`config.mk`:
```
export PLATFORM = sky130hd
export DESIGN_NAME = json_record_splitter_flat
export DESIGN_NICKNAME = d
export VERILOG_FILES = /design/src/rtl/jrs_pkg.sv /design/src/rtl/jrs_if.sv /design/src/rtl/json_record_splitter.sv /design/src/flat_wrapper.sv
export SDC_FILE = /design/constraint.sdc
export NUM_CORES = 1
export LEC_CHECK = 0
export BUFFER_PORTS_ARGS = -buffer_cell sky130_fd_sc_hd__buf_2
export CORE_MARGIN = 2
export CORE_UTILIZATION = 30
export DETAILED_ROUTE_END_ITERATION = 10
export GPL_ROUTABILITY_DRIVEN = 0
export PLACE_DENSITY = 0.45
export SLEW_MARGIN = 10
export SYNTH_ARGS = -nofsm -noshare
export SYNTH_HDL_FRONTEND = slang
export SYNTH_SLANG_ARGS = --single-unit
export TNS_END_PERCENT = 1
```
`constraint.sdc`:
```
create_clock -name clock -period 5.15 [get_ports clock]
set_clock_uncertainty 0.15 [all_clocks]
set_input_delay 0.2575 -clock clock [delete_from_list [all_inputs] [get_ports clock]]
set_output_delay 0.2575 -clock clock [all_outputs]
set_load 0.1 [all_outputs]
```
`src/rtl/jrs_pkg.sv`:
```
// ----------------------------------------------------------------------------
// jrs_pkg: shared types and constants of the json record splitter
// character codes, field widths, register map and scanner phase encoding
// ----------------------------------------------------------------------------
`default_nettype none

package jrs_pkg;

   // field widths
   localparam int BYTE_W  = 8;
   localparam int COUNT_W = 24;
   localparam int DEPTH_W = 16;

   // configuration port
   localparam int CSR_ADDR_W = 3;
   localparam int CSR_DATA_W = 32;
   localparam logic [CSR_ADDR_W-3:0] REG_BATCH_LEN = 1'b0;

   localparam logic [COUNT_W-1:0] BATCH_LEN_RESET = COUNT_W'(500000);

   // characters that steer the scanner
   localparam logic [BYTE_W-1:0] CH_OPEN   = 8'h7B;
   localparam logic [BYTE_W-1:0] CH_CLOSE  = 8'h7D;
   localparam logic [BYTE_W-1:0] CH_QUOTE  = 8'h22;
   localparam logic [BYTE_W-1:0] CH_BSLASH = 8'h5C;

   // scanner phase: waiting for the outer brace, inside the object, done
   typedef enum logic [2:0] {
      PH_WAIT = 3'b001,
      PH_SCAN = 3'b010,
      PH_DONE = 3'b100
   } phase_type;

endpackage

`default_nettype wire

```
`src/rtl/jrs_if.sv`:
```
// ----------------------------------------------------------------------------
// jrs_if: stream channels of the json record splitter
// valid/ready channels for raw text bytes and for tagged output bytes
// ----------------------------------------------------------------------------
`default_nettype none

interface jrs_req_if;
   logic                        valid;
   logic                        ready;
   logic [jrs_pkg::BYTE_W-1:0]  in_byte;

   modport source (output valid, output in_byte, input ready);
   modport sink   (input valid, input in_byte, output ready);
endinterface

interface jrs_rsp_if;
   logic                        valid;
   logic                        ready;
   logic [jrs_pkg::BYTE_W-1:0]  out_byte;
   logic                        byte_valid;
   logic                        entry_end;
   logic                        batch_end;
   logic                        object_end;
   logic                        depth_overflow;

   modport source (output valid, output out_byte, output byte_valid, output entry_end,
                   output batch_end, output object_end, output depth_overflow,
                   input ready);
   modport sink   (input valid, input out_byte, input byte_valid, input entry_end,
                   input batch_end, input object_end, input depth_overflow,
                   output ready);
endinterface

`default_nettype wire

```
`src/rtl/json_record_splitter.sv`:
```
// ----------------------------------------------------------------------------
// json_record_splitter: brace-depth record splitter for a json byte stream
// tags each byte of the outer object with entry, batch and object boundaries
// ----------------------------------------------------------------------------
// One byte is taken per clock while rsp_ch does not stall, and each byte inside
// the outer object yields one tagged transfer on rsp_ch from the output register;
// bytes before the first opening brace, that brace itself, and everything after
// the closing outer brace give no transfer. The scanner state (phase, string and
// escape flags, 16-bit depth counter, 24-bit entry count) updates in the same
// cycle the byte is taken, and a single output register holds the result, so a
// new byte is taken whenever that register is empty or is being drained.
// Sustained rate: one byte per cycle while rsp_ch does not stall. The batch
// length register (byte address 0, reset 500000, 0 acts as 1) sets how many
// entry ends make a batch end; write it only while the stream is idle.
// ----------------------------------------------------------------------------
`default_nettype none

module json_record_splitter (
   input  wire logic                              clock,
   input  wire logic                              reset,
   jrs_req_if.sink                                req_ch,
   jrs_rsp_if.source                              rsp_ch,
   input  wire logic                              csr_psel,
   input  wire logic                              csr_penable,
   input  wire logic                              csr_pwrite,
   input  wire logic [jrs_pkg::CSR_ADDR_W-1:0]    csr_paddr,
   input  wire logic [jrs_pkg::CSR_DATA_W-1:0]    csr_pwdata,
   output logic      [jrs_pkg::CSR_DATA_W-1:0]    csr_prdata,
   output logic                                   csr_pready
);

   localparam logic [jrs_pkg::DEPTH_W-1:0] DEPTH_ONE  = jrs_pkg::DEPTH_W'(1);
   localparam logic [jrs_pkg::DEPTH_W-1:0] DEPTH_ZERO = '0;
   localparam logic [jrs_pkg::DEPTH_W-1:0] DEPTH_MAX  = '1;

   // configuration
   logic [jrs_pkg::COUNT_W-1:0]   batch_len_ff;
   logic [jrs_pkg::COUNT_W-1:0]   batch_len_in;
   logic                          csr_write;
   logic                          csr_hit;

   // scanner state
   jrs_pkg::phase_type            phase_ff;
   jrs_pkg::phase_type            phase_in;
   logic                          in_str_ff;
   logic                          in_str_in;
   logic                          esc_ff;
   logic                          esc_in;
   logic [jrs_pkg::DEPTH_W-1:0]   depth_ff;
   logic [jrs_pkg::DEPTH_W-1:0]   depth_in;
   logic [jrs_pkg::COUNT_W-1:0]   count_ff;
   logic [jrs_pkg::COUNT_W-1:0]   count_in;

   // per-byte decode
   logic                          req_take;
   logic [jrs_pkg::BYTE_W-1:0]    cur_byte;
   logic                          is_open;
   logic                          is_close;
   logic                          is_quote;
   logic                          is_bslash;
   logic [jrs_pkg::DEPTH_W-1:0]   depth_dec;
   logic [jrs_pkg::COUNT_W-1:0]   count_inc;
   logic [jrs_pkg::COUNT_W-1:0]   batch_lim;

   // result of the byte being taken
   logic                          res_load;
   logic                          res_byte_valid;
   logic                          res_entry_end;
   logic                          res_batch_end;
   logic                          res_object_end;
   logic                          res_overflow;

   // output register
   logic                          rsp_valid_ff;
   logic                          rsp_valid_in;
   logic [jrs_pkg::BYTE_W-1:0]    rsp_byte_ff;
   logic                          rsp_byte_valid_ff;
   logic                          rsp_entry_end_ff;
   logic                          rsp_batch_end_ff;
   logic                          rsp_object_end_ff;
   logic                          rsp_overflow_ff;

   // ---------------------------------------------------------------------------
   // configuration port: zero-wait writes, register 0 holds the batch length
   // ---------------------------------------------------------------------------
   assign csr_pready = 1'b1;
   assign csr_write  = csr_psel & csr_penable & csr_pwrite & csr_pready;
   assign csr_hit    = (csr_paddr[jrs_pkg::CSR_ADDR_W-1:2] == jrs_pkg::REG_BATCH_LEN);

   always_comb begin
      batch_len_in = batch_len_ff;
      if (csr_write && csr_hit) begin
         batch_len_in = csr_pwdata[jrs_pkg::COUNT_W-1:0];
      end
   end

   always_comb begin
      csr_prdata = '0;
      if (csr_hit) begin
         csr_prdata = jrs_pkg::CSR_DATA_W'(batch_len_ff);
      end
   end

   // ---------------------------------------------------------------------------
   // input side: take a byte whenever the output register can be refilled
   // ---------------------------------------------------------------------------
   assign req_ch.ready = ~rsp_valid_ff | rsp_ch.ready;
   assign req_take     = req_ch.valid & req_ch.ready;
   assign cur_byte     = req_ch.in_byte;

   assign is_open   = (cur_byte == jrs_pkg::CH_OPEN);
   assign is_close  = (cur_byte == jrs_pkg::CH_CLOSE);
   assign is_quote  = (cur_byte == jrs_pkg::CH_QUOTE);
   assign is_bslash = (cur_byte == jrs_pkg::CH_BSLASH);

   // closing brace never drives the depth below zero
   assign depth_dec = (depth_ff != DEPTH_ZERO) ? depth_ff - DEPTH_ONE : DEPTH_ZERO;
   assign count_inc = count_ff + jrs_pkg::COUNT_W'(1);
   // a zero batch length behaves as one
   assign batch_lim = (batch_len_ff != '0) ? batch_len_ff : jrs_pkg::COUNT_W'(1);

   // ---------------------------------------------------------------------------
   // scanner: escape beats quote, quote beats braces, braces only outside strings
   // ---------------------------------------------------------------------------
   always_comb begin
      phase_in       = phase_ff;
      in_str_in      = in_str_ff;
      esc_in         = esc_ff;
      depth_in       = depth_ff;
      count_in       = count_ff;
      res_load       = 1'b0;
      res_byte_valid = 1'b1;
      res_entry_end  = 1'b0;
      res_batch_end  = 1'b0;
      res_object_end = 1'b0;
      res_overflow   = 1'b0;
      if (req_take) begin
         case (phase_ff)
            jrs_pkg::PH_WAIT: begin
               // leading bytes and the outer brace give no transfer
               if (is_open) begin
                  phase_in = jrs_pkg::PH_SCAN;
                  depth_in = DEPTH_ONE;
               end
            end
            jrs_pkg::PH_SCAN: begin
               res_load = 1'b1;
               if (esc_ff) begin
                  esc_in = 1'b0;
               end else if (is_bslash && in_str_ff) begin
                  esc_in = 1'b1;
               end else if (is_quote) begin
                  in_str_in = ~in_str_ff;
               end else if (in_str_ff) begin
                  // plain string content
                  esc_in = 1'b0;
               end else if (is_open) begin
                  // saturate at the top and flag this byte only
                  if (depth_ff == DEPTH_MAX) begin
                     res_overflow = 1'b1;
                  end else begin
                     depth_in = depth_ff + DEPTH_ONE;
                  end
               end else if (is_close) begin
                  depth_in = depth_dec;
                  if (depth_dec == DEPTH_ONE) begin
                     // entry closed: count it against the batch
                     res_entry_end = 1'b1;
                     if (count_inc >= batch_lim) begin
                        res_batch_end = 1'b1;
                        count_in      = '0;
                     end else begin
                        count_in = count_inc;
                     end
                  end else if (depth_dec == DEPTH_ZERO) begin
                     // outer object closed: last transfer of the stream
                     phase_in       = jrs_pkg::PH_DONE;
                     res_object_end = 1'b1;
                     res_byte_valid = 1'b0;
                  end
               end
            end
            jrs_pkg::PH_DONE: begin
               // everything past the outer brace is swallowed
               phase_in = jrs_pkg::PH_DONE;
            end
            default: begin
               phase_in = jrs_pkg::PH_WAIT;
            end
         endcase
      end
   end

   // ---------------------------------------------------------------------------
   // output register: loaded on a producing byte, emptied by a transfer
   // ---------------------------------------------------------------------------
   always_comb begin
      rsp_valid_in = rsp_valid_ff;
      if (res_load) begin
         rsp_valid_in = 1'b1;
      end else if (rsp_ch.ready) begin
         rsp_valid_in = 1'b0;
      end
   end

   always_ff @(posedge clock) begin
      if (reset) begin
         batch_len_ff  <= jrs_pkg::BATCH_LEN_RESET;
         phase_ff      <= jrs_pkg::PH_WAIT;
         in_str_ff     <= 1'b0;
         esc_ff        <= 1'b0;
         depth_ff      <= DEPTH_ZERO;
         count_ff      <= '0;
         rsp_valid_ff  <= 1'b0;
      end else begin
         batch_len_ff  <= batch_len_in;
         phase_ff      <= phase_in;
         in_str_ff     <= in_str_in;
         esc_ff        <= esc_in;
         depth_ff      <= depth_in;
         count_ff      <= count_in;
         rsp_valid_ff  <= rsp_valid_in;
      end
   end

   // payload needs no reset
   always_ff @(posedge clock) begin
      if (res_load) begin
         rsp_byte_ff       <= cur_byte;
         rsp_byte_valid_ff <= res_byte_valid;
         rsp_entry_end_ff  <= res_entry_end;
         rsp_batch_end_ff  <= res_batch_end;
         rsp_object_end_ff <= res_object_end;
         rsp_overflow_ff   <= res_overflow;
      end
   end

   assign rsp_ch.valid          = rsp_valid_ff;
   assign rsp_ch.out_byte       = rsp_byte_ff;
   assign rsp_ch.byte_valid     = rsp_byte_valid_ff;
   assign rsp_ch.entry_end      = rsp_entry_end_ff;
   assign rsp_ch.batch_end      = rsp_batch_end_ff;
   assign rsp_ch.object_end     = rsp_object_end_ff;
   assign rsp_ch.depth_overflow = rsp_overflow_ff;

`ifndef NO_ASSERTIONS
   // nothing is produced once the outer object has closed
   a_done_silent: assert property (@(posedge clock) disable iff (reset)
      (phase_ff == jrs_pkg::PH_DONE) |-> !res_load)
      else $error("result produced after the outer object closed");

   // a batch end always rides on an entry end
   a_batch_on_entry: assert property (@(posedge clock) disable iff (reset)
      (res_load && res_batch_end) |-> res_entry_end)
      else $error("batch end without entry end");

   // the entry count restarts after a batch end
   a_count_restart: assert property (@(posedge clock) disable iff (reset)
      (res_load && res_batch_end) |=> (count_ff == '0))
      else $error("entry count not cleared after batch end");

   // overflow only when the depth counter is pinned at its maximum
   a_overflow_sat: assert property (@(posedge clock) disable iff (reset)
      (res_load && res_overflow) |=> (depth_ff == DEPTH_MAX))
      else $error("depth overflow without saturated counter");

   // the object end closes the stream with a non-content brace
   a_object_end: assert property (@(posedge clock) disable iff (reset)
      (res_load && res_object_end) |=> (phase_ff == jrs_pkg::PH_DONE) && !rsp_byte_valid_ff)
      else $error("object end did not close the stream");
`endif

endmodule

`default_nettype wire
```
`src/flat_wrapper.sv`:
```
// flat-port wrapper written by rule: the top's interface ports become plain ports
module json_record_splitter_flat 
  (clock, reset, csr_psel, csr_penable, csr_pwrite, csr_paddr, csr_pwdata, csr_prdata, csr_pready, req_ch_valid, req_ch_in_byte, req_ch_ready, rsp_ch_valid, rsp_ch_out_byte, rsp_ch_byte_valid, rsp_ch_entry_end, rsp_ch_batch_end, rsp_ch_object_end, rsp_ch_depth_overflow, rsp_ch_ready);
  jrs_req_if req_ch_i ();
  jrs_rsp_if rsp_ch_i ();
  input  wire logic clock;
  input  wire logic reset;
  input  wire logic csr_psel;
  input  wire logic csr_penable;
  input  wire logic csr_pwrite;
  input  wire logic [jrs_pkg::CSR_ADDR_W-1:0] csr_paddr;
  input  wire logic [jrs_pkg::CSR_DATA_W-1:0] csr_pwdata;
  output logic      [jrs_pkg::CSR_DATA_W-1:0] csr_prdata;
  output logic csr_pready;
  input wire logic [$bits(req_ch_i.valid)-1:0] req_ch_valid;
  input wire logic [$bits(req_ch_i.in_byte)-1:0] req_ch_in_byte;
  output wire logic [$bits(req_ch_i.ready)-1:0] req_ch_ready;
  output wire logic [$bits(rsp_ch_i.valid)-1:0] rsp_ch_valid;
  output wire logic [$bits(rsp_ch_i.out_byte)-1:0] rsp_ch_out_byte;
  output wire logic [$bits(rsp_ch_i.byte_valid)-1:0] rsp_ch_byte_valid;
  output wire logic [$bits(rsp_ch_i.entry_end)-1:0] rsp_ch_entry_end;
  output wire logic [$bits(rsp_ch_i.batch_end)-1:0] rsp_ch_batch_end;
  output wire logic [$bits(rsp_ch_i.object_end)-1:0] rsp_ch_object_end;
  output wire logic [$bits(rsp_ch_i.depth_overflow)-1:0] rsp_ch_depth_overflow;
  input wire logic [$bits(rsp_ch_i.ready)-1:0] rsp_ch_ready;
  assign req_ch_i.valid = req_ch_valid;
  assign req_ch_i.in_byte = req_ch_in_byte;
  assign req_ch_ready = req_ch_i.ready;
  assign rsp_ch_valid = rsp_ch_i.valid;
  assign rsp_ch_out_byte = rsp_ch_i.out_byte;
  assign rsp_ch_byte_valid = rsp_ch_i.byte_valid;
  assign rsp_ch_entry_end = rsp_ch_i.entry_end;
  assign rsp_ch_batch_end = rsp_ch_i.batch_end;
  assign rsp_ch_object_end = rsp_ch_i.object_end;
  assign rsp_ch_depth_overflow = rsp_ch_i.depth_overflow;
  assign rsp_ch_i.ready = rsp_ch_ready;
  json_record_splitter u_core (.clock(clock), .reset(reset), .req_ch(req_ch_i), .rsp_ch(rsp_ch_i), .csr_psel(csr_psel), .csr_penable(csr_penable), .csr_pwrite(csr_pwrite), .csr_paddr(csr_paddr), .csr_pwdata(csr_pwdata), .csr_prdata(csr_prdata), .csr_pready(csr_pready));
endmodule
```
### Yosys cells after proc, flatten, opt, wreduce, memory -nomap -nowiden

Cells that the tools add are included.

* muxes and demuxes: 34
* add/subtract/negate cells: 3
* reduce and logical (&&, ||, !) cells: 16
* magnitude comparators: 1
* bitwise logic cells: 15
* equality and inequality tests: 20

Operators with widths (count)
* two-way mux 16 bit: 9
* two-way mux 24 bit: 3
* one-hot mux 16 bit (2 select lines): 1
* two-way mux 3 bit: 9
* adder 24 x 1 -> 24 bit, second input constant: 1
* == test 8 x 7 -> 1 bit, second input constant: 3
* greater-or-equal comparator 24 bit: 1
* nonzero test 24 bit: 1
* AND reduction 9 bit: 2
* OR reduction 9 bit: 2
* adder 16 x 1 -> 16 bit, second input constant: 1
* == test 16 x 1 -> 1 bit, second input constant: 1
* == test 16 bit, second input constant: 1
* zero test 16 bit: 1
* nonzero test 16 bit: 1
* subtractor 16 x 1 -> 16 bit, second input constant: 1
* != test 2 bit, second input constant: 6
* two-way mux 1 bit: 11
* inverter 1 bit: 11
* AND reduction 10 bit: 1
* one-hot mux 3 bit (3 select lines): 1
* == test 8 x 6 -> 1 bit, second input constant: 1
* OR reduction 8 bit: 1
* OR reduction 7 bit: 1
* 12 further kinds: 18

* input port bits: 50
* word-level logic and storage cells: 102
* output and inout port bits: 48
* flip-flop bits (word level): 83

### Depth between registers and ports, before layout

Gate-level depths: netlist (run 1).

* depth after elaboration: 12
* depth in mapped cells: 16

### Worst setup path before layout (run 1)

OpenSTA, ideal clock, no wires.

* path kind: flip-flop to flip-flop
* from: reg u_core.count_ff[0] (netlist name)
* to: reg u_core.count_ff[10] (netlist name)
* period minus slack after synthesis: 4393 ps
* slack: 757 ps
* path buffers: 1
* stages on the path, launching flop included: 17
* arrival time: 4173 ps
* cell sequence: dfxtp_1 ha_1 nand3_1 or4_1 nor3_1 nand3_1 and2_1 or2_2 ha_1 o2111ai_1 nand3b_1 a2111oi_0 a21o_1 nor3_1 clkbuf_1 nand4_1 a21oi_1

* word-level cells in the longest chain between the ends: 3

Ends and longest elaborated chain
* start: declaration: line json_record_splitter.sv:51 `logic [jrs_pkg::COUNT_W-1:0] count_ff;`
* start signal: assignment: line json_record_splitter.sv:221 `count_ff <= count_in;`
* adder 24 x 1 -> 24 bit (*): line json_record_splitter.sv:118 `assign count_inc = count_ff + jrs_pkg::COUNT_W'(1);`
* greater-or-equal comparator 24 bit: line json_record_splitter.sv:169 `if (count_inc >= batch_lim) begin`
* two-way mux 24 bit (*): line json_record_splitter.sv:169

Mark *: on every way between the ends. The rest lies on a longest branch, timed or not.
A chain may end at the register's enable or synchronous reset.

### Final worst setup path (run 1)

* from: reg u_core.count_ff[0] (netlist name)
* to: reg u_core.count_ff[7] (netlist name)

The elaborated chain is that of the path after synthesis.

==> results.json, run 1 <==
{
  "slowest_stage": "or4_1",
  "grt_pass1_wl_um": 27700,
  "num_antenna_cells": 0,
  "worstSetupPathType": "flip-flop to flip-flop",
  "timing.hold.ws_ns": 0.00658,
  "rsz0062_at_grt": "false",
  "fp.dieH_um": 142,
  "ys_seq_area_share_pct": 31.3,
  "tns_ns": 0,
  "synth.distinct_cells": 71,
  "post_cts_buffers": 0,
  "grt_use_met1_pct": 25.6,
  "cts_resized": 0,
  "leakage_nw": 2.66,
  "start_util_pct": 30.6,
  "final_cell_mix": "nand2_1, buf_2, nor2_1, dfxtp_1, a21oi_1",
  "rows": 50,
  "clock_path_buffers": 2,
  "numPortBuffers": 78,
  "wl_per_cell_um": 15.9,
  "area_growth_pct": 19.0,
  "cts_hold_buf": 27,
  "coreArea_um2": 18700,
  "yosysWarningCount": 0,
  "synth-seq-cells": 83,
  "pin_count": 98,
  "hold_viol_final": 0,
  "status": "completed",
  "path_clk_slew_ns": 0.07,
  "antenna_found_initial": 0,
  "cts_tree": "yes",
  "cts.sinks": 83,
  "ys.flop_type": "dfxtp_1",
  "finalCriticalPeriod_ns": 4.65,
  "startpoint_type": "flip-flop",
  "die_x_um": 142,
  "grt_pass1_vias": 5269,
  "drc_errors": 0,
  "avgSynthCellArea_um2": 7.48,
  "crit_path_max_fanout": 5,
  "dr_total_vias": 5732,
  "finalCritPeriodShare_pct": 90.2,
  "tightest_slew_ns": 1.17,
  "synth_edf_count": 13,
  "wirelength_um": 17100,
  "layout_commonest_cell": "nand2_1",
  "drive_gt1_share_pct": 15.1,
  "path_cells": "ha_1 -> nand3_1 -> or4_1 -> nor3_1 -> nand3_1 -> and2_1 -> or2_2 -> ha_1 -> o2111ai_1 -> nand3b_1 -> a2111oi_0 -> a21o_1 -> or3_1 -> or4_1 -> a31oi_1",
  "grtUsageMet3_pct": 2.39,
  "p_per_area_nw_per_um2": 233,
  "max-slew-margin-rel_pct": 21.4,
  "synth_area_um2": 5720,
  "fin_nets": 911,
  "drv_slew": 0,
  "grt_start_max_net_pins": 60,
  "cts_max_level": 3,
  "arrival_ns": 4.76,
  "worstSkewPairLatency_ns": 0.35,
  "vdd_ir_drop_max_uv": 159,
  "drtAntennaViolNets": 0,
  "maxCapViolCount": 0,
  "firstDrtPassIters": 5,
  "viasPerCell": 5.34,
  "end_kind": "flip-flop",
  "cts_buffers": 9,
  "rrSetupSlack_ns": 0.50,
  "busiest_layer": "met1",
  "async_reset_ff_share_pct": 0,
  "grt_usage_pct": 17.1,
  "setup_violations": 0,
  "crit_required_ns": 5.27,
  "syn-instance-count": 764,
  "dieArea_um2": 20200,
  "fillers": 1963,
  "clock.fmax_mhz": 215,
  "drt_first_iter_violations": 536,
  "hp-class": "primary input to flip-flop",
  "hpwlAfterDp_um": 12100,
  "max_stage_delay_ns": 0.62,
  "grt_overflow": 0,
  "cts_root_buffer": "clkbuf_16",
  "grtUsageMet2_pct": 25.4
}
final timing paths:
check / startpoint / end / cells past startpoint
max: u_core.count_ff[0] / u_core.count_ff[7] / 15
min: req_ch_in_byte[1] / u_core.rsp_ch.out_byte[1] / 1
max reg2reg: u_core.count_ff[0] / u_core.count_ff[7] / 15
min reg2reg: u_core.batch_len_ff[4] / u_core.batch_len_ff[4] / 2
sequential cells by signal, summed over array words and instances, names as in the netlist:
signal,flops
u_core.rsp_ch.out_byte,8
u_core.esc_ff,1
u_core.batch_len_ff,24
u_core.rsp_ch.batch_end,1
u_core.rsp_ch.valid,1
u_core.count_ff,24
u_core.rsp_ch.depth_overflow,1
u_core.rsp_ch.byte_valid,1
u_core.depth_ff,16
u_core.rsp_ch.entry_end,1
u_core.phase_ff,3
u_core.in_str_ff,1
u_core.rsp_ch.object_end,1
metal layers:
layer | vias up | wire length, um
li1 | 2887 | -
met3 | 13 | 601
met1 | 2693 | 8990
met5 | - | 0
met4 | 0 | 188
met2 | 139 | 7320
final cells by class:
| type | count | area (um^2) | share of cell area, % |
|---|---|---|---|
| multi-input combinational | 594 | 3550 | 52.2 |
| sequential | 83 | 1790 | 26.4 |
| tap | 234 | 293 | 4.31 |
| inverter | 32 | 120 | 1.77 |
| clock buffer | 11 | 264 | 3.88 |
| timing repair buffer | 114 | 741 | 10.9 |
| clock inverter | 5 | 41.3 | 0.607 |
stage by stage:
step           utilization, %  setup slack, ns  std cells  power (mW)  instance area [um^2]
4_1_cts                  36.3            0.502       1073        1.60                  6800
3_5_place_dp             33.3            0.529       1030       0.909                  6220
2_1_floorplan               -            0.757        771       0.857                  5740
6_report                 36.3            0.503       1073        1.58                  6800
3_3_place_gp             33.3            0.509       1030       0.905                  6220
5_1_grt                  36.3            0.197       1073        1.64                  6800
worst max-delay path, delay by kind of cell, from the launching register on:
| family | cells | cell delay (ns) |
|---|---|---|
| AND/OR/NAND/NOR | 9 | 2.82 |
| AO/OA/AOI/OAI | 4 | 0.69 |
| adder cells (fa/ha/maj) | 2 | 0.50 |
| flip-flops | 1 | 0.40 |
cell usage after synthesis (3+ instances only):
cell type / count / share of area, %
nor4_1: 16 / 1.8
o2bb2ai_1: 3 / 0.46
a211oi_1: 4 / 0.53
inv_1: 32 / 2.1
and4_1: 7 / 1.1
xnor2_1: 12 / 1.8
edfxtp_1: 13 / 6.8
o21ai_0: 29 / 2.5
dfxtp_1: 70 / 25
xor2_1: 4 / 0.61
or3_1: 4 / 0.44
a221oi_1: 4 / 0.61
buf_2: 7 / 0.61
nor3_1: 23 / 2.0
nand2_1: 93 / 6.1
nand3_1: 32 / 2.8
ha_1: 27 / 5.9
or2_2: 15 / 1.6
nand2b_1: 5 / 0.55
nand4_1: 32 / 3.5
and3_1: 10 / 1.1
or4_1: 5 / 0.66
clkbuf_1: 41 / 2.7
a2bb2oi_1: 6 / 0.92
nor2b_1: 17 / 1.9
o31ai_1: 3 / 0.39
a21o_1: 4 / 0.53
a41oi_1: 3 / 0.46
a22oi_1: 14 / 1.8
buf_4: 12 / 1.6
nand3b_1: 5 / 0.66
a31oi_1: 6 / 0.66
and2_1: 13 / 1.4
o211ai_1: 8 / 1.1
nor2_1: 73 / 4.8
a21oi_1: 68 / 6.0
logic make-up after synthesis:
kind of cell,synth area share [%]
xor+xnor,2.45
mux,0.547
fa+ha+maj,5.91
compound gates,19.3
flops,31.3
other cells,0.131
buf+inv,7.11
simple gates,33.2
where the power goes:
part | switching [mW] | total (mW) | leakage (nW) | internal, mW
logic | 0.152 | 0.225 | 1.84 | 0.0730
registers | 0.0171 | 0.686 | 0.677 | 0.669
clock network | 0.298 | 0.672 | 0.144 | 0.374
total | 0.467 | 1.58 | 2.66 | 1.12
No activity file was read; power rests on OpenSTA's default activity.
==> run 2: changes to the inputs <==
--- a/config.mk
+++ b/config.mk
@@ -11,6 +11,7 @@
 export DETAILED_ROUTE_END_ITERATION = 10
 export GPL_ROUTABILITY_DRIVEN = 0
 export PLACE_DENSITY = 0.45
+export RECOVER_POWER = 100
 export SLEW_MARGIN = 10
 export SYNTH_ARGS = -nofsm -noshare
 export SYNTH_HDL_FRONTEND = slang
==> run 2 against run 1 <==
Compared with the run above:
- combinational power is essentially flat
- flip-flop and latch count is the same
- final cell count is the same
- die area is the same
- critical path type unchanged
==> results.json, run 2 (synthesis results as in run 1) <==
{
  "worstSetupPathType": "flip-flop to flip-flop",
  "coreArea_um2": 18700,
  "drt_first_iter_violations": 505,
  "maxCapViolCount": 0,
  "drtAntennaViolNets": 0,
  "power_frac_seq_pct": 43.4,
  "status": "completed",
  "placed_cells": 1030,
  "grt_pass1_wl_um": 27700,
  "dr_total_vias": 5744,
  "fp.dieH_um": 142,
  "reg_top3": "u_core.batch_len_ff: 24 flops, u_core.count_ff: 24 flops, u_core.depth_ff: 16 flops",
  "grt_overflow": 0,
  "p_total_mw": 1.58,
  "area_growth_pct": 17.3,
  "p_per_area_nw_per_um2": 236,
  "vdd_ir_drop_max_uv": 159,
  "fin_ws_ns": 0.531,
  "path_clk_slew_ns": 0.07,
  "cts_root_buffer": "clkbuf_16",
  "p_comb_share_pct": 14.0,
  "antenna_found_initial": 0,
  "end_kind": "flip-flop",
  "finalCritPeriodShare_pct": 89.7,
  "rsz0062_at_grt": "false",
  "hpwlAfterDp_um": 12100,
  "max_stage_delay_ns": 0.62,
  "die_x_um": 142,
  "place_area_um2": 6220,
  "fin_nets": 911,
  "clock.fmax_mhz": 216,
  "place_ws_ns": 0.529,
  "crit_required_ns": 5.27,
  "path_cells": "ha_1 -> nand3_1 -> or4_1 -> nor3_1 -> nand3_1 -> and2_0 -> or2_2 -> ha_1 -> o2111ai_1 -> nand3b_1 -> a2111oi_0 -> a21o_1 -> or3_1 -> or4_1 -> a31oi_1",
  "leakage_nw": 2.48,
  "rrSetupSlack_ns": 0.53,
  "viasPerCell": 5.35,
  "drc_errors": 0,
  "clock_path_buffers": 2,
  "cts_resized": 0,
  "startpoint_type": "flip-flop",
  "numPortBuffers": 78,
  "grt_usage_pct": 17.1,
  "dieArea_um2": 20200,
  "grt_start_max_net_pins": 60,
  "setup_violations": 0,
  "p_clk_share_pct": 42.5,
  "rows": 50,
  "finalCriticalPeriod_ns": 4.62,
  "hold_viol_final": 0,
  "stdcell_count": 1073,
  "switchingPower_mw": 0.466,
  "path_delay_family": "simple AND/OR/NAND/NOR gates",
  "wl_per_cell_um": 15.9,
  "drv_slew": 0,
  "final_cell_mix": "nand2_1, nor2_1, dfxtp_1, a21oi_1, clkbuf_1",
  "arrival_ns": 4.73,
  "slowest_stage": "or4_1",
  "max-slew-margin-rel_pct": 21.1,
  "firstDrtPassIters": 7,
  "tns_ns": 0,
  "cts_buffers": 9,
  "swShare_pct": 29.5,
  "crit_path_max_fanout": 5,
  "stdcell_area_um2": 6700,
  "cts_tree": "yes",
  "tightest_slew_ns": 1.18,
  "wirelength_um": 17100,
  "hp-class": "primary input to flip-flop",
  "start_util_pct": 30.6,
  "cts_max_level": 3,
  "cts.sinks": 83,
  "num_antenna_cells": 0,
  "intPower_mw": 1.11,
  "layout_commonest_cell": "nand2_1",
  "worst-path-buf-inv": 0,
  "pin_count": 98,
  "grt_pass1_vias": 5269,
  "drive_gt1_share_pct": 8.46,
  "worstSkewPairLatency_ns": 0.34
}
run 2: changes by cell type in the layout (fill, tap and decap cells not counted), moves of 2 or more:
cell,delta
buf_2,-48
or2_0,+2
buf_4,-4
clkbuf_1,+52
and2_0,+3
and2_1,-3
run 2: per-stage QoR:
| stage | hold slack (ns) | utilization (%) |
|---|---|---|
| 2_1_floorplan | 0.206 | - |
| 3_3_place_gp | 0.314 | 33.3 |
| 3_5_place_dp | 0.316 | 33.3 |
| 4_1_cts | 0.000417 | 36.3 |
| 5_1_grt | 0.00594 | 35.8 |
| 6_report | 0.0145 | 35.8 |
run 2: cell type report:
class	instances	area (um^2)
fill	1997	12000
multi-input combinational	594	3530
sequential	83	1790
timing repair buffer	114	666
tap	234	293
clock buffer	11	264
inverter	32	120
clock inverter	5	41.3
run 2: power by group through the flow:
stage               combinational, mW  sequential (mW)  clock (mW)
floorplan                       0.165            0.692           0
detailed placement              0.208            0.700           0
global placement                0.205            0.700           0
finish                          0.222            0.686       0.672
global route                    0.239            0.688       0.714
CTS                             0.225            0.685       0.689
run 2: per-layer routing:
layer	part of all wire (%)	vias up	global-route usage (%)
met5	0	-	0
met4	1.1	0	4.47
met3	3.9	13	2.39
met2	43	142	25.4
met1	52	2706	25.6
li1	-	2883	-
run 2: path summary, 6_finish.rpt:
kind | from | endpoint | depth (start not counted)
setup reg to reg | u_core.count_ff[0] | u_core.count_ff[7] | 15
setup / recovery | u_core.count_ff[0] | u_core.count_ff[7] | 15
hold / removal | csr_pwdata[7] | u_core.batch_len_ff[7] | 3
hold reg to reg | u_core.batch_len_ff[4] | u_core.batch_len_ff[4] | 2
run 2: what timing repair did:
action	CTS	global route
buffers inserted	0	0
hold buffers	27	0
hold endpoints to repair	27	0
endpoints found under the setup margin	0	0
run 2: worst min-delay path: stages:
cell and delay [ns]:
buf_2 0.10, nand2_1 0.05, a21oi_1 0.05
==> run 3: changes to the inputs <==
==> constraint.sdc (replaced) <==
create_clock -name clock -period 5.3 [get_ports clock]
set_clock_uncertainty 0.15 [all_clocks]
set_input_delay 0.265 -clock clock [delete_from_list [all_inputs] [get_ports clock]]
set_output_delay 0.265 -clock clock [all_outputs]
set_load 0.1 [all_outputs]
==> run 3 against run 2 <==
Compared with the run above:
- non-clock buffer count is 2 lower
- routed wire length is 0.40% higher
- total power down 0.79%
- hold slack about the same
- count of clock-buffer cells in the layout shrank 1
- maximum frequency is 2.1% lower
- final area shrank 0.11%
- final cell count fell by 0.19%
- highest routed layer unchanged
==> results.json, run 3 (synthesis results as in run 1) <==
{
  "status": "completed",
  "top_layer_used": "met4",
  "drtAntennaViolNets": 0,
  "placed_cells": 1031,
  "viasPerCell": 5.38,
  "hold_viol_final": 0,
  "vdd_ir_drop_max_uv": 204,
  "drc_errors": 0,
  "path_clk_slew_ns": 0.07,
  "r2r_end": "u_core.count_ff[15]",
  "stdcell_count": 1071,
  "holdPathEnd": "u_core.batch_len_ff[13]",
  "rrSetupSlack_ns": 0.58,
  "drt_first_iter_violations": 561,
  "route.met2.wl_um": 7430,
  "clock_path_buffers": 2,
  "coreArea_um2": 18700,
  "grt_usage_pct": 16.9,
  "area_growth_pct": 17.1,
  "crit_path_max_fanout": 5,
  "dr_total_vias": 5757,
  "tightest_slew_ns": 1.20,
  "wirelength_um": 17200,
  "fin_util_pct": 35.8,
  "cts_max_level": 3,
  "hpwlAfterDp_um": 12200,
  "stdcell_area_um2": 6700,
  "r2r-start": "u_core.count_ff[0]",
  "startpoint_type": "flip-flop",
  "grt_pass1_vias": 5279,
  "maxCapViolCount": 0,
  "route.met3.wl_um": 818,
  "wl_per_cell_um": 16.0,
  "hp-class": "primary input to flip-flop",
  "num_antenna_cells": 0,
  "arrival_ns": 4.84,
  "m1WireLength_um": 8710,
  "fin_nets": 909,
  "clock.fmax_mhz": 212,
  "worstSetupPathType": "flip-flop to flip-flop",
  "dieArea_um2": 20200,
  "hp-start": "csr_pwdata[13]",
  "p_per_area_nw_per_um2": 234,
  "tns_ns": 0,
  "layout_commonest_cell": "nand2_1",
  "reg2reg_depth": 15,
  "antenna_found_initial": 0,
  "rows": 50,
  "grt_pass1_wl_um": 27300,
  "firstDrtPassIters": 5,
  "pin_count": 98,
  "cts_root_buffer": "clkbuf_16",
  "fp.dieH_um": 142,
  "post_cts_buffers": 0,
  "cts_resized": 0,
  "cts_hold_buf": 24,
  "cts_tree": "yes",
  "cts.sinks": 83,
  "finalCriticalPeriod_ns": 4.72,
  "start_util_pct": 30.6,
  "worstSkewPairLatency_ns": 0.35,
  "cts_buffers": 9,
  "holdPathStages": 3,
  "end_kind": "flip-flop",
  "drive_gt1_share_pct": 8.48,
  "leakage_nw": 2.48,
  "die_x_um": 142,
  "reg_top3": "u_core.batch_len_ff: 24 flops, u_core.count_ff: 24 flops, u_core.depth_ff: 16 flops",
  "timing.hold.ws_ns": 0.0141,
  "final_cell_mix": "nand2_1, nor2_1, dfxtp_1, a21oi_1, clkbuf_1",
  "numPortBuffers": 78,
  "crit_required_ns": 5.42,
  "rsz0062_at_grt": "false",
  "finalCritPeriodShare_pct": 89.0,
  "drv_slew": 0,
  "place_area_um2": 6230,
  "grt_start_max_net_pins": 60,
  "setup_violations": 0,
  "grt_overflow": 0,
  "max-slew-margin-rel_pct": 20.0
}
run 3: cell types whose count changed in the layout (fill, tap and decap cells not counted), sizes merged:
cell         change
bufinv           +2
clkinv           +2
clkinvlp         -1
dlygate4sd3      -3
inv              -2
run 3: cell type report:
| cell class | count | area, um^2 |
|---|---|---|
| Sequential cell | 83 | 1790 |
| Inverter | 32 | 120 |
| Multi-Input combinational cell | 594 | 3530 |
| Timing Repair Buffer | 112 | 639 |
| Clock buffer | 10 | 229 |
| Fill cell | 1973 | 12000 |
| Tap cell | 234 | 293 |
| Clock inverter | 6 | 90.1 |
run 3: metal layers:
metal / up-vias / global-route usage, %
li1: 2891 / -
met1: 2697 / 24.3
met2: 156 / 25.8
met3: 13 / 2.96
met4: 0 / 5.21
met5: - / 0
run 3: worst max-delay path by stage:
| stage | startpoint | cells after the start | to |
|---|---|---|---|
| 2_1_floorplan | u_core.count_ff[0] | 16 | u_core.count_ff[10] |
| 3_3_place_gp | u_core.count_ff[0] | 15 | u_core.count_ff[15] |
| 3_5_place_dp | u_core.count_ff[0] | 15 | u_core.count_ff[15] |
| 4_1_cts | u_core.count_ff[0] | 15 | u_core.count_ff[15] |
| 5_1_grt | u_core.count_ff[0] | 16 | u_core.count_ff[4] |
| 6_report | u_core.count_ff[0] | 15 | u_core.count_ff[15] |
run 3: report_power, final:
part           total [mW]  switching, mW  internal (mW)  leakage, nW
clock               0.688          0.274          0.414        0.153
combinational       0.212          0.146         0.0658         1.65
sequential          0.667         0.0168          0.650        0.677
run 3: worst max-delay path: stages, from the launching register on:
cell and delay (ns):
dfxtp_1 0.42, ha_1 0.21, nand3_1 0.12, or4_1 0.61, nor3_1 0.42, nand3_1 0.15
and2_0 0.18, or2_2 0.30, ha_1 0.29, o2111ai_1 0.24, nand3b_1 0.20, a2111oi_0 0.09
a21o_1 0.21, or3_1 0.46, or4_1 0.43, a31oi_1 0.16
run 3: stage by stage:
step | total power, mW | setup WS [ns]
finish | 1.57 | 0.582
global route | 1.63 | 0.187
CTS | 1.59 | 0.566
detailed placement | 0.882 | 0.566
global placement | 0.880 | 0.657
floorplan | 0.832 | 0.907
